File: config.mk
export PLATFORM = sky130hd
export DESIGN_NAME = positional_array_store_top_flat
export DESIGN_NICKNAME = d
export VERILOG_FILES = /design/src/hdl/aps_pkg.sv /design/src/hdl/aps_if.sv /design/src/hdl/aps_ctrl.sv /design/src/hdl/aps_datapath.sv /design/src/hdl/positional_array_store_top.sv /design/src/flat_wrapper.sv
export SDC_FILE = /design/constraint.sdc
export NUM_CORES = 2
export LEC_CHECK = 0
export BUFFER_PORTS_ARGS = -buffer_cell sky130_fd_sc_hd__buf_2
export CAP_MARGIN = 20
export CORE_MARGIN = 10
export CORE_UTILIZATION = 43
export CTS_CLUSTER_DIAMETER = 80
export DETAILED_ROUTE_END_ITERATION = 10
export PLACE_DENSITY = 0.66
export SLEW_MARGIN = 5
export SYNTH_ARGS = -nofsm -noshare
export SYNTH_HDL_FRONTEND = slang
export SYNTH_SLANG_ARGS = --single-unit
File: constraint.sdc
create_clock -name clk_i -period 7.3 [get_ports clk_i]
set_input_delay 0 -clock clk_i [delete_from_list [all_inputs] [get_ports clk_i]]
set_output_delay 0 -clock clk_i [all_outputs]
set_load 0.03 [all_outputs]
File: src/hdl/aps_pkg.sv
// Shared types, constants and codes for the positional array store.
package aps_pkg;

  localparam int unsigned DEPTH = 16;
  localparam int unsigned CNT_W = $clog2(DEPTH + 1);
  localparam int unsigned IDX_W = $clog2(DEPTH);

  localparam int unsigned CMD_W = 2;
  localparam int unsigned DATA_W = 32;
  localparam int unsigned POS_W = 8;
  localparam int unsigned STATUS_W = 3;
  localparam int unsigned NEW_COUNT_W = 5;
  localparam int unsigned FOUND_W = 5;
  // Wide enough to compare a position against the count plus one.
  localparam int unsigned CMP_W = POS_W + 1;

  typedef enum logic [CMD_W-1:0] {
    CMD_INSERT   = 2'd0,
    CMD_DELETE   = 2'd1,
    CMD_SEARCH   = 2'd2,
    CMD_TRAVERSE = 2'd3
  } cmd_e;

  typedef enum logic [STATUS_W-1:0] {
    ST_OK       = 3'd0,
    ST_BADPOS   = 3'd1,
    ST_NOTFOUND = 3'd2,
    ST_FULL     = 3'd3,
    ST_EMPTY    = 3'd4
  } status_e;

  typedef enum logic [1:0] {
    S_IDLE,
    S_EXEC,
    S_TRAV
  } state_e;

  // Commands from the controller to the datapath.
  typedef struct packed {
    logic latch;  // capture the incoming request
    logic exec;   // produce the single result and update the store
    logic emit;   // produce one traverse result and advance the index
  } ctrl_cmd_t;

  // Status from the datapath to the controller.
  typedef struct packed {
    logic is_trav;
    logic count_zero;
    logic trav_last;
    logic out_free;
  } dp_stat_t;

endpackage

File: src/hdl/aps_if.sv
// Request and result channel interfaces of the positional array store.
interface aps_cmd_if;
  import aps_pkg::*;

  logic                     valid;
  logic                     ready;
  logic [CMD_W-1:0]         command;
  logic signed [DATA_W-1:0] value;
  logic [POS_W-1:0]         position;

  modport source (output valid, command, value, position, input ready);
  modport sink (input valid, command, value, position, output ready);
endinterface

interface aps_res_if;
  import aps_pkg::*;

  logic                     valid;
  logic                     ready;
  logic [STATUS_W-1:0]      status;
  logic [NEW_COUNT_W-1:0]   new_count;
  logic [FOUND_W-1:0]       found_position;
  logic signed [DATA_W-1:0] element;
  logic                     last;

  modport source (output valid, status, new_count, found_position, element, last,
                  input ready);
  modport sink (input valid, status, new_count, found_position, element, last,
                output ready);
endinterface

File: src/hdl/aps_ctrl.sv
// Sequencing state machine of the positional array store.
module aps_ctrl (
  input  logic               clk_i,
  input  logic               rst_ni,
  input  logic               in_valid_i,
  output logic               in_ready_o,
  output aps_pkg::ctrl_cmd_t cmd_o,
  input  aps_pkg::dp_stat_t  stat_i
);
  import aps_pkg::*;

  state_e state_q, state_d;

  always_ff @(posedge clk_i or negedge rst_ni) begin
    if (!rst_ni) begin
      state_q <= S_IDLE;
    end else begin
      state_q <= state_d;
    end
  end

  always_comb begin
    state_d = state_q;
    unique case (state_q)
      S_IDLE: begin
        if (in_valid_i) state_d = S_EXEC;
      end
      S_EXEC: begin
        if (stat_i.is_trav && !stat_i.count_zero) begin
          state_d = S_TRAV;
        end else if (stat_i.out_free) begin
          state_d = S_IDLE;
        end
      end
      S_TRAV: begin
        if (stat_i.out_free && stat_i.trav_last) state_d = S_IDLE;
      end
      default: state_d = S_IDLE;
    endcase
  end

  always_comb begin
    in_ready_o = 1'b0;
    cmd_o      = '0;
    unique case (state_q)
      S_IDLE: begin
        in_ready_o  = 1'b1;
        cmd_o.latch = in_valid_i;
      end
      S_EXEC: begin
        cmd_o.exec = stat_i.out_free && !(stat_i.is_trav && !stat_i.count_zero);
      end
      S_TRAV: begin
        cmd_o.emit = stat_i.out_free;
      end
      default: ;
    endcase
  end

endmodule

File: src/hdl/aps_datapath.sv
// Entry cells, count, search logic and result register of the positional array store.
module aps_datapath (
  input  logic                              clk_i,
  input  logic                              rst_ni,
  input  aps_pkg::ctrl_cmd_t                cmd_i,
  output aps_pkg::dp_stat_t                 stat_o,
  input  logic [aps_pkg::CMD_W-1:0]         command_i,
  input  logic signed [aps_pkg::DATA_W-1:0] value_i,
  input  logic [aps_pkg::POS_W-1:0]         position_i,
  input  logic                              res_ready_i,
  output logic                              res_valid_o,
  output logic [aps_pkg::STATUS_W-1:0]      status_o,
  output logic [aps_pkg::NEW_COUNT_W-1:0]   new_count_o,
  output logic [aps_pkg::FOUND_W-1:0]       found_position_o,
  output logic signed [aps_pkg::DATA_W-1:0] element_o,
  output logic                              last_o
);
  import aps_pkg::*;

  // Captured request.
  cmd_e                     op_q;
  logic signed [DATA_W-1:0] val_q;
  logic [POS_W-1:0]         pos_q;

  // Entry cells and count.
  logic signed [DATA_W-1:0] entries_q [DEPTH];
  logic signed [DATA_W-1:0] entries_d [DEPTH];
  logic [CNT_W-1:0]         count_q, count_d;
  logic [IDX_W-1:0]         idx_q, idx_d;

  // Result register.
  logic                     res_valid_q, res_valid_d;
  status_e                  status_q, status_d;
  logic [CNT_W-1:0]         ncount_q, ncount_d;
  logic [CNT_W-1:0]         found_q, found_d;
  logic signed [DATA_W-1:0] element_q, element_d;
  logic                     last_q, last_d;

  logic [CMP_W-1:0] pos_w, cnt_w, ins_lo;
  logic             ins_bad, del_bad, full, ins_ok, del_ok;
  logic             hit;
  logic [IDX_W-1:0] hit_idx;
  logic             out_free;

  assign pos_w    = CMP_W'(pos_q);
  assign cnt_w    = CMP_W'(count_q);
  assign ins_lo   = pos_w - CMP_W'(1);
  assign ins_bad  = (pos_w == '0) || (pos_w > cnt_w + CMP_W'(1));
  assign del_bad  = (pos_w == '0) || (pos_w > cnt_w);
  assign full     = (count_q == CNT_W'(DEPTH));
  assign ins_ok   = cmd_i.exec && (op_q == CMD_INSERT) && !ins_bad && !full;
  assign del_ok   = cmd_i.exec && (op_q == CMD_DELETE) && !del_bad;
  assign out_free = !res_valid_q || res_ready_i;

  assign stat_o.is_trav    = (op_q == CMD_TRAVERSE);
  assign stat_o.count_zero = (count_q == '0);
  assign stat_o.trav_last  = (CNT_W'(idx_q) == count_q - CNT_W'(1));
  assign stat_o.out_free   = out_free;

  // Parallel compare of every stored cell; the lowest matching slot wins.
  always_comb begin
    hit     = 1'b0;
    hit_idx = '0;
    for (int i = DEPTH - 1; i >= 0; i--) begin
      if ((CNT_W'(i) < count_q) && (entries_q[i] == val_q)) begin
        hit     = 1'b1;
        hit_idx = IDX_W'(i);
      end
    end
  end

  // Each cell takes its lower or upper neighbor, or the new value.
  always_comb begin
    for (int i = 0; i < DEPTH; i++) begin
      entries_d[i] = entries_q[i];
      if (ins_ok) begin
        if (CMP_W'(i) == ins_lo) begin
          entries_d[i] = val_q;
        end else if (i > 0) begin
          if ((CMP_W'(i) > ins_lo) && (CMP_W'(i) <= cnt_w)) entries_d[i] = entries_q[i-1];
        end
      end else if (del_ok) begin
        if (i < DEPTH - 1) begin
          if ((CMP_W'(i) >= ins_lo) && (CMP_W'(i + 1) < cnt_w)) begin
            entries_d[i] = entries_q[i+1];
          end
        end
      end
    end
  end

  always_comb begin
    count_d = count_q;
    if (ins_ok) begin
      count_d = count_q + CNT_W'(1);
    end else if (del_ok) begin
      count_d = count_q - CNT_W'(1);
    end
  end

  always_comb begin
    idx_d = idx_q;
    if (cmd_i.latch) begin
      idx_d = '0;
    end else if (cmd_i.emit) begin
      idx_d = idx_q + IDX_W'(1);
    end
  end

  always_comb begin
    res_valid_d = res_valid_q;
    status_d    = status_q;
    ncount_d    = ncount_q;
    found_d     = found_q;
    element_d   = element_q;
    last_d      = last_q;
    if (res_ready_i) res_valid_d = 1'b0;
    if (cmd_i.exec) begin
      res_valid_d = 1'b1;
      ncount_d    = count_d;
      found_d     = '0;
      element_d   = '0;
      last_d      = 1'b1;
      case (op_q)
        CMD_INSERT: begin
          if (ins_bad) begin
            status_d = ST_BADPOS;
          end else if (full) begin
            status_d = ST_FULL;
          end else begin
            status_d = ST_OK;
          end
        end
        CMD_DELETE: status_d = del_bad ? ST_BADPOS : ST_OK;
        CMD_SEARCH: begin
          if (hit) begin
            status_d = ST_OK;
            found_d  = CNT_W'(hit_idx) + CNT_W'(1);
          end else begin
            status_d = ST_NOTFOUND;
          end
        end
        default: status_d = ST_EMPTY;
      endcase
    end else if (cmd_i.emit) begin
      res_valid_d = 1'b1;
      status_d    = ST_OK;
      ncount_d    = count_q;
      found_d     = '0;
      element_d   = entries_q[idx_q];
      last_d      = stat_o.trav_last;
    end
  end

  always_ff @(posedge clk_i or negedge rst_ni) begin
    if (!rst_ni) begin
      count_q     <= '0;
      res_valid_q <= 1'b0;
    end else begin
      count_q     <= count_d;
      res_valid_q <= res_valid_d;
    end
  end

  always_ff @(posedge clk_i) begin
    if (cmd_i.latch) begin
      op_q  <= cmd_e'(command_i);
      val_q <= value_i;
      pos_q <= position_i;
    end
    idx_q     <= idx_d;
    status_q  <= status_d;
    ncount_q  <= ncount_d;
    found_q   <= found_d;
    element_q <= element_d;
    last_q    <= last_d;
    for (int i = 0; i < DEPTH; i++) begin
      entries_q[i] <= entries_d[i];
    end
  end

  assign res_valid_o      = res_valid_q;
  assign status_o         = status_q;
  assign new_count_o      = NEW_COUNT_W'(ncount_q);
  assign found_position_o = FOUND_W'(found_q);
  assign element_o        = element_q;
  assign last_o           = last_q;

endmodule

File: src/hdl/positional_array_store_top.sv
// Top level of the positional array store: controller, datapath and checks.
//
// The block keeps an ordered list of up to DEPTH signed 32-bit entries and a count.
// Requests arrive on cmd_i (command, value, position) with a valid/ready handshake;
// results leave on res_o (status, new_count, found_position, element, last).
// Insert, delete and search each give one result with last set. Traverse gives one
// result per stored entry, in order, with last on the final one; an empty store gives
// a single result with the empty status.
// A request is accepted in the idle state and executed in the execute state, which
// waits while the result register holds a result not yet taken; the result is then
// registered. Insert, delete and search take no new request until the last one has
// executed. All entries shift or compare in parallel in the execute state. A traverse
// passes through the execute state and emits its entries from the traverse state; the
// single result register carries one entry per cycle while the receiver takes each one.
// The result sits in an output register, so the next request can be accepted while
// a finished result still waits to be taken. When the receiver stalls, the block
// holds its result and stops once the next result is ready to be written.
// Reset clears the count and the result valid; entry contents are left as they are
// and are never read before being written.
module positional_array_store_top (
  input logic    clk_i,
  input logic    rst_ni,
  aps_cmd_if.sink   cmd_i,
  aps_res_if.source res_o
);
  import aps_pkg::*;

  ctrl_cmd_t ctrl_cmd;
  dp_stat_t  dp_stat;

  aps_ctrl u_ctrl (
    .clk_i      (clk_i),
    .rst_ni     (rst_ni),
    .in_valid_i (cmd_i.valid),
    .in_ready_o (cmd_i.ready),
    .cmd_o      (ctrl_cmd),
    .stat_i     (dp_stat)
  );

  aps_datapath u_datapath (
    .clk_i            (clk_i),
    .rst_ni           (rst_ni),
    .cmd_i            (ctrl_cmd),
    .stat_o           (dp_stat),
    .command_i        (cmd_i.command),
    .value_i          (cmd_i.value),
    .position_i       (cmd_i.position),
    .res_ready_i      (res_o.ready),
    .res_valid_o      (res_o.valid),
    .status_o         (res_o.status),
    .new_count_o      (res_o.new_count),
    .found_position_o (res_o.found_position),
    .element_o        (res_o.element),
    .last_o           (res_o.last)
  );

  // A request is never taken in two consecutive cycles; each one needs an execute cycle.
  assert property (@(posedge clk_i) disable iff (!rst_ni)
    (cmd_i.valid && cmd_i.ready) |=> !cmd_i.ready)
    else $error("request accepted in the cycle after another");

  // The count reported never exceeds the capacity of the store.
  assert property (@(posedge clk_i) disable iff (!rst_ni)
    res_o.valid |-> (res_o.new_count <= NEW_COUNT_W'(DEPTH)))
    else $error("reported count exceeds capacity");

  // Only traverse produces results that are not the last, and those are always good.
  assert property (@(posedge clk_i) disable iff (!rst_ni)
    (res_o.valid && !res_o.last) |-> ((res_o.status == ST_OK) && (res_o.found_position == '0)))
    else $error("non-final result is not a good traverse result");

  // A search hit points inside the stored entries.
  assert property (@(posedge clk_i) disable iff (!rst_ni)
    (res_o.valid && (res_o.found_position != '0)) |->
      ((res_o.status == ST_OK) && (FOUND_W'(res_o.found_position) <= FOUND_W'(res_o.new_count))))
    else $error("search hit outside the stored entries");

endmodule
File: src/flat_wrapper.sv
// flat-port wrapper written by rule: the top's interface ports become plain ports
module positional_array_store_top_flat import aps_pkg::*;
  (clk_i, rst_ni, cmd_i_valid, cmd_i_command, cmd_i_value, cmd_i_position, cmd_i_ready, res_o_valid, res_o_status, res_o_new_count, res_o_found_position, res_o_element, res_o_last, res_o_ready);
  aps_cmd_if cmd_i_i ();
  aps_res_if res_o_i ();
  input logic clk_i;
  input logic rst_ni;
  input wire logic [$bits(cmd_i_i.valid)-1:0] cmd_i_valid;
  input wire logic [$bits(cmd_i_i.command)-1:0] cmd_i_command;
  input wire logic [$bits(cmd_i_i.value)-1:0] cmd_i_value;
  input wire logic [$bits(cmd_i_i.position)-1:0] cmd_i_position;
  output wire logic [$bits(cmd_i_i.ready)-1:0] cmd_i_ready;
  output wire logic [$bits(res_o_i.valid)-1:0] res_o_valid;
  output wire logic [$bits(res_o_i.status)-1:0] res_o_status;
  output wire logic [$bits(res_o_i.new_count)-1:0] res_o_new_count;
  output wire logic [$bits(res_o_i.found_position)-1:0] res_o_found_position;
  output wire logic [$bits(res_o_i.element)-1:0] res_o_element;
  output wire logic [$bits(res_o_i.last)-1:0] res_o_last;
  input wire logic [$bits(res_o_i.ready)-1:0] res_o_ready;
  assign cmd_i_i.valid = cmd_i_valid;
  assign cmd_i_i.command = cmd_i_command;
  assign cmd_i_i.value = cmd_i_value;
  assign cmd_i_i.position = cmd_i_position;
  assign cmd_i_ready = cmd_i_i.ready;
  assign res_o_valid = res_o_i.valid;
  assign res_o_status = res_o_i.status;
  assign res_o_new_count = res_o_i.new_count;
  assign res_o_found_position = res_o_i.found_position;
  assign res_o_element = res_o_i.element;
  assign res_o_last = res_o_i.last;
  assign res_o_i.ready = res_o_ready;
  positional_array_store_top u_core (.clk_i(clk_i), .rst_ni(rst_ni), .cmd_i(cmd_i_i), .res_o(res_o_i));
endmodule
Word level (Yosys, flattened, before mapping)
Memories as Yosys holds them, arrays and structs flattened. A register that Yosys moved wholly into a read port is not among the register bits.
Cells that the tools add are included.
{"block": "op_classes", "magnitude_cmp": 78, "eq_ne": 41, "n_reduce_logical": 71, "n_addsub": 6, "mux": 136}
{"cell": "$mux W32", "count": 77}
{"cell": "$eq A32 B32 Y1", "count": 16}
{"cell": "$lt A4 B5 Y1 const A", "count": 16}
{"cell": "$eq A4 B9 Y1 const A", "count": 8}
{"cell": "$gt A4 B9 Y1 const A", "count": 8}
{"cell": "$mux W4", "count": 16}
{"cell": "$ge A4 B9 Y1 const A", "count": 7}
{"cell": "$logic_and A1 B1 Y1", "count": 54}
{"cell": "$le A4 B5 Y1 const A", "count": 8}
{"cell": "$lt A3 B5 Y1 const A", "count": 8}
{"cell": "$mux W5", "count": 8}
{"cell": "$eq A3 B9 Y1 const A", "count": 4}
{"cell": "$ge A3 B9 Y1 const A", "count": 4}
{"cell": "$gt A3 B9 Y1 const A", "count": 4}
{"cell": "$mux W1", "count": 24}
{"cell": "$le A3 B5 Y1 const A", "count": 4}
{"cell": "$lt A2 B5 Y1 const A", "count": 4}
{"cell": "$eq A2 B9 Y1 const A", "count": 2}
{"cell": "$ge A1 B9 Y1 const A", "count": 2}
{"cell": "$ge A2 B9 Y1 const A", "count": 2}
{"cell": "$gt A2 B9 Y1 const A", "count": 2}
{"cell": "$logic_not A9 Y1", "count": 2}
{"cell": "$lt A1 B5 Y1 const A", "count": 3}
{"cell": "$mux W2", "count": 7}
{"cell": "other kinds (28)", "count": 42}
{"block": "word_totals", "wordCells": 344, "register_bits": 68, "n_memories": 1, "mem_bits_rw": 512, "output_inout_bits": 48, "inputBits": 46}
{"memory": "u_core.u_datapath.entries_q", "words": 16, "word_bits": 32, "rd": 17, "rd_clocked_by_memory_dff": 1, "wr": 16, "line_no": "aps_datapath.sv:26", "rtl": "logic signed [DATA_W-1:0] entries_q [DEPTH];"}

Logic depth before layout (Yosys ltp)
An unclocked memory read counts as a cell.
{"block": "logic_depth", "ltp_word": 23, "mapped_depth": 17, "depth_no_buf": 15}

Cells and area by module
Synthesis repeated with hierarchy kept, for this count alone.
{"block": "hier_totals", "hier_cells": 3660, "hier_area_um2": 40337.4}
{"module": "aps_datapath", "n_inst": 1, "area_each_um2": 40213.6, "seq_area_each_um2": 17917.2, "cells_per_inst": 3645}
{"module": "aps_ctrl", "n_inst": 1, "area_each_um2": 123.9, "seq_area_each_um2": 50.0, "cells_per_inst": 15}

Least setup slack after synthesis
OpenSTA, ideal clock, no wires.
{"block": "synth_timing", "path_type": "reg-to-reg", "from": "register, netlist name u_core.u_datapath.count_q[0]", "to": "memory u_core.u_datapath.entries_q[2][0], enable pin", "synth_period_minus_slack_ps": 5896, "setup_slack_ps": 1404, "n_path_buf": 3, "path_stages_with_launch": 17, "setup_time_ps": 470, "arrival_time_ps": 5426, "required_time_ps": 6830, "path_cell_list": "dfrtp_1 -> clkbuf_1 -> inv_1 -> ha_1 -> inv_1 -> ha_1 -> nor2b_1 -> o21ai_0 -> nand2b_1 -> a221oi_1 -> a41o_1 -> and3_1 -> and2_1 -> buf_2 -> buf_1 -> a21oi_1 -> a211oi_1"}
{"item": "to (decl)", "line_no": "aps_datapath.sv:26"}

==> impl_metrics.xml <==
<?xml version="1.0" encoding="UTF-8"?>
<metrics>
  <group name="synth">
    <metric name="post_synth_fa_ha_maj_area_fraction" unit="">0.006813</metric>
    <metric name="yosysUniqueCellTypes" unit="">64</metric>
    <metric name="synth_top_family_by_area" unit="">multiplexers</metric>
    <metric name="post_synth_main_area_contributors" unit="">sky130_fd_sc_hd__edfxtp_1 (42%), sky130_fd_sc_hd__mux2i_1 (13%), sky130_fd_sc_hd__xnor2_1 (6.7%), sky130_fd_sc_hd__a21oi_1 (6.4%), sky130_fd_sc_hd__mux4_2 (5.9%)</metric>
    <metric name="mappedNetlistArea" unit="um^2">40400</metric>
    <metric name="synth_compound_area_frac" unit="">0.08947</metric>
    <metric name="parity_gate_share_of_the_synthesized_area_counting_xor_and_xnor_cells" unit="">0.1160</metric>
    <metric name="cell_count_after_synthesis" unit="">3737</metric>
    <metric name="synth_top_area_frac" unit="">0.4214</metric>
    <metric name="synth_seq_cells" unit="">612</metric>
    <metric name="post_synth_mux_area_share" unit="">0.2065</metric>
    <metric name="synthTopCellsByCount" unit="">sky130_fd_sc_hd__edfxtp_1 (567), sky130_fd_sc_hd__a21oi_1 (516), sky130_fd_sc_hd__mux2i_1 (506)</metric>
    <metric name="simple_gate_portion_of_the_synthesized_area" unit="">0.09461</metric>
    <metric name="synthesized_area_per_cell" unit="um^2">10.81</metric>
    <metric name="synth-main-ff-cell" unit="">sky130_fd_sc_hd__edfxtp_1</metric>
    <metric name="synth-async-reset-ratio" unit="">0.01307</metric>
    <metric name="netlist.top_cell.by_area" unit="">sky130_fd_sc_hd__edfxtp_1</metric>
    <metric name="seq_area_frac_synth" unit="">0.4447</metric>
    <metric name="synth-edff-count" unit="">567</metric>
    <metric name="post-synth-top-count-cell" unit="">sky130_fd_sc_hd__edfxtp_1</metric>
    <metric name="synth_warnings" unit="">0</metric>
    <metric name="postSynthNetCount" unit="">3805</metric>
  </group>
  <group name="final_layout">
    <metric name="area.growth.synth_to_final" unit="%">10.25</metric>
    <metric name="drive_above_1_share" unit="">0.1383</metric>
    <metric name="regArea" unit="um^2">17980</metric>
    <metric name="nNetsFinal" unit="">3753</metric>
    <metric name="multi_input_area" unit="um^2">20960</metric>
    <metric name="layout.filler_cells" unit="">8662</metric>
    <metric name="postLayoutCoreUtil" unit="">0.4773</metric>
  </group>
  <group name="clock_tree">
    <metric name="clock_sink_count" unit="">612</metric>
    <metric name="clockRootBuffer" unit="">sky130_fd_sc_hd__clkbuf_16</metric>
    <metric name="clock_tree.htree_level_count" unit="">3</metric>
    <metric name="numCtsBuffers" unit="">73</metric>
    <metric name="clk_transition_reported_paths" unit="ns">0.06</metric>
    <metric name="ctsLongestPathBuffers" unit="">3</metric>
    <metric name="clk-insertion-delay-late" unit="ns">0.63</metric>
    <metric name="cts.repair.resized" unit="">0</metric>
    <metric name="tritoncts" unit="">done</metric>
  </group>
  <group name="sta">
    <metric name="setup_violations" unit="">0</metric>
    <metric name="slew_viol_final" unit="">0</metric>
    <metric name="finalHoldViolCount" unit="">0</metric>
    <metric name="pin_slew_with_the_least_headroom_to_its_limit" unit="ns">1.279</metric>
    <metric name="slew_headroom" unit="">0.1473</metric>
    <metric name="period_share" unit="">0.7005</metric>
    <metric name="rsz_0062_raised_after_global_routing" unit="">no</metric>
    <metric name="achievable-frequency" unit="MHz">195.6</metric>
    <metric name="finClkSkew" unit="ns">0.03028</metric>
    <metric name="tns" unit="ns">0</metric>
    <metric name="layout_min_cycle_time" unit="ns">5.113</metric>
  </group>
  <group name="worst_setup_path">
    <metric name="worst-setup-path-type" unit="">reg -&gt; reg</metric>
    <metric name="rr_endpoint" unit="">u_core.u_datapath.entries_q[4][11]</metric>
    <metric name="critPathBufInv" unit="">3</metric>
    <metric name="critical-path-top-cell-by-count" unit="">sky130_fd_sc_hd__and3_1</metric>
    <metric name="cp.arrival" unit="ns">5.43</metric>
    <metric name="register_to_register_setup_slack" unit="ns">2.19</metric>
    <metric name="worstPathMaxFanout" unit="">224</metric>
    <metric name="timing.critical_path.slowest_cell_delay" unit="ns">0.67</metric>
    <metric name="timing.critical_path.max_delay_family" unit="">simple AND/OR/NAND/NOR gates</metric>
    <metric name="crit_slowest_cell" unit="">sky130_fd_sc_hd__dfrtp_1</metric>
    <metric name="critical_path.cell_chain" unit="">inv_1 &gt; nor2_1 &gt; nand3_1 &gt; ha_1 &gt; and3_1 &gt; a221oi_1 &gt; a41o_1 &gt; and3_1 &gt; and2_4 &gt; buf_4 &gt; buf_12 &gt; a21oi_1</metric>
    <metric name="crit_required" unit="ns">7.62</metric>
    <metric name="end_kind" unit="">flop</metric>
    <metric name="crit_path_start_kind" unit="">flop</metric>
    <metric name="worst_r2r_path_depth" unit="">12</metric>
    <metric name="crit-reg2reg-launch" unit="">u_core.u_datapath.count_q[2]</metric>
  </group>
  <group name="placed_design">
    <metric name="count_of_buffers_inserted_at_the_top_level_ports" unit="">93</metric>
    <metric name="dp_hpwl" unit="mm">98.29</metric>
    <metric name="gp_routability_congestion" unit="">1.001</metric>
  </group>
  <group name="pwr">
    <metric name="power.switching" unit="uW">4302</metric>
    <metric name="vdd.ir_drop.worst" unit="uV">214.1</metric>
    <metric name="p_int" unit="uW">7311</metric>
    <metric name="p_leak" unit="uW">0.01448</metric>
    <metric name="comb_power_share" unit="">0.320</metric>
    <metric name="swShare" unit="">0.3705</metric>
    <metric name="p_per_area" unit="nW/um^2">260.7</metric>
    <metric name="clkPwrFrac" unit="">0.312</metric>
    <metric name="seq_power_share" unit="">0.368</metric>
    <metric name="p_total" unit="uW">11610</metric>
  </group>
  <group name="floorplanning">
    <metric name="floorplan.core_area" unit="um^2">93330</metric>
    <metric name="die_area" unit="um^2">106600</metric>
    <metric name="top_level_ports" unit="">94</metric>
    <metric name="starting_density" unit="">0.4329</metric>
    <metric name="die_width" unit="um">326.5</metric>
    <metric name="dieHeight" unit="um">326.5</metric>
    <metric name="rows" unit="">112</metric>
  </group>
  <group name="global_routing">
    <metric name="initial_antenna_violation_count" unit="">6</metric>
    <metric name="overall_global_routing_usage" unit="">0.2522</metric>
    <metric name="vias_in_the_first_global_route" unit="">29550</metric>
    <metric name="largest_net_degree_at_the_start_of_global_routing" unit="">262</metric>
    <metric name="overflow" unit="">0</metric>
    <metric name="grt_pass1_wl" unit="mm">204.5</metric>
  </group>
  <group name="hold_path">
    <metric name="endpoint_worst_hold" unit="">u_core.u_datapath.val_q[10]</metric>
    <metric name="holdCritPathClass" unit="">in -&gt; reg</metric>
    <metric name="timing.hold.worst.start" unit="">cmd_i_value[10]</metric>
    <metric name="worstHoldPathCells" unit="">2</metric>
  </group>
  <group name="routing">
    <metric name="drt_first_iter_violations" unit="">4477</metric>
    <metric name="detailroute.via_count" unit="">31360</metric>
    <metric name="post_drt_wl_per_cell" unit="um">28.10</metric>
    <metric name="route.detailed.drc" unit="">0</metric>
    <metric name="route.antenna.remaining_nets" unit="">0</metric>
    <metric name="detail_route.wirelength" unit="mm">140.5</metric>
    <metric name="drt_pre_antenna_iters" unit="">6</metric>
    <metric name="post_drt_via_cell_ratio" unit="">6.270</metric>
  </group>
  <group name="flow_run">
    <metric name="maxCapViolCount" unit="">0</metric>
  </group>
  <group name="status">
    <metric name="run_status" unit="">finished, final reports clean</metric>
  </group>
</metrics>
## metrics by stage
step | area (um^2) | cells | hold slack (ns) | setup WS [ns]
global route | 44540 | 4999 | 0.08181 | 1.822
global placement | 41710 | 4814 | -0.1478 | 2.385
finish | 44540 | 5001 | 0.08112 | 2.187
floorplan | 40400 | 3737 | -0.2956 | 1.404
CTS | 44490 | 4996 | 0.04847 | 2.264
detailed placement | 41710 | 4814 | -0.1432 | 2.328
## kinds of logic (layout without fill, tap and decap cells)
kind of cell,Yosys count,count (layout)
AND/OR/NAND/NOR,836,836
multiplexers,691,691
AO/OA/AOI/OAI,673,673
flip-flops,612,612
XOR/XNOR,535,535
buffers and inverters,368,376
adder cells (fa/ha/maj),22,22
other,0,2
## power groups by stage
stage | clock (uW) | sequential [uW] | combinational [uW]
2_1_floorplan | 0 | 4380 | 2280
3_3_place_gp | 0 | 4330 | 3570
3_5_place_dp | 0 | 4330 | 3580
4_1_cts | 3670 | 4260 | 3620
5_1_grt | 3790 | 4290 | 3880
6_report | 3630 | 4270 | 3720
## worst max path at each step
| stage | from | slack (ns) | endpoint | cells after the start |
|---|---|---|---|---|
| 2_1_floorplan | u_core.u_datapath.count_q[0] | 1.40 | u_core.u_datapath.entries_q[2][0] | 16 |
| 3_3_place_gp | u_core.u_datapath.count_q[2] | 2.38 | u_core.u_datapath.entries_q[11][12] | 13 |
| 3_5_place_dp | u_core.u_datapath.count_q[2] | 2.33 | u_core.u_datapath.entries_q[11][16] | 13 |
| 4_1_cts | u_core.u_datapath.count_q[2] | 2.26 | u_core.u_datapath.entries_q[11][19] | 13 |
| 5_1_grt | u_core.u_datapath.count_q[2] | 1.82 | u_core.u_datapath.entries_q[11][19] | 13 |
| 6_report | u_core.u_datapath.count_q[2] | 2.19 | u_core.u_datapath.entries_q[4][11] | 12 |
## area by class of cell
type                            count  share of cell area
Timing Repair Buffer              226             0.03747
Inverter                           15            0.001264
Tap cell                         1254             0.03522
Clock inverter                     31            0.005983
Multi-Input combinational cell   2757              0.4705
Antenna cell                        2           0.0001124
Clock buffer                      104             0.04593
Sequential cell                   612              0.4036
## cell usage in the layout, fill, tap and decap left out, types with 23 or more instances in the layout
master,n
sky130_fd_sc_hd__edfxtp_1,567
sky130_fd_sc_hd__a21oi_1,511
sky130_fd_sc_hd__mux2i_1,506
sky130_fd_sc_hd__nor2_1,485
sky130_fd_sc_hd__xnor2_1,309
sky130_fd_sc_hd__xor2_1,226
sky130_fd_sc_hd__mux4_2,106
sky130_fd_sc_hd__buf_2,93
sky130_fd_sc_hd__nand4_1,90
sky130_fd_sc_hd__nand2_1,79
sky130_fd_sc_hd__buf_4,79
sky130_fd_sc_hd__mux2_2,78
sky130_fd_sc_hd__clkbuf_16,75
sky130_fd_sc_hd__nor4_1,68
sky130_fd_sc_hd__o21ai_0,64
sky130_fd_sc_hd__dlygate4sd3_1,47
sky130_fd_sc_hd__dfxtp_1,34
sky130_fd_sc_hd__clkbuf_1,23
## registers in the layout (all words and copies together) (netlist names), 2 cells and up
signal and cells:
u_core.u_datapath.count_q 5, u_core.u_datapath.new_count_o 5, u_core.u_datapath.found_position_o 5, u_core.u_datapath.idx_q 4, u_core.u_datapath.val_q 32, u_core.u_datapath.status_o 3
u_core.u_ctrl.state_q 2, u_core.u_datapath.element_o 32, u_core.u_datapath.pos_q 8, u_core.u_datapath.entries_q 512, u_core.u_datapath.op_q 2
## what timing repair did
action | CTS | global route
endpoints found under the hold margin | 53 | 0
hold buffers | 47 | 0
setup buffers | 0 | 0
## routing by layer
layer	share of wire	track usage
met2	0.44	0.3736
met4	0.042	0.09154
met3	0.11	0.07516
met5	0.00073	0
met1	0.41	0.3459
Power figures use the tool's default switching activity.
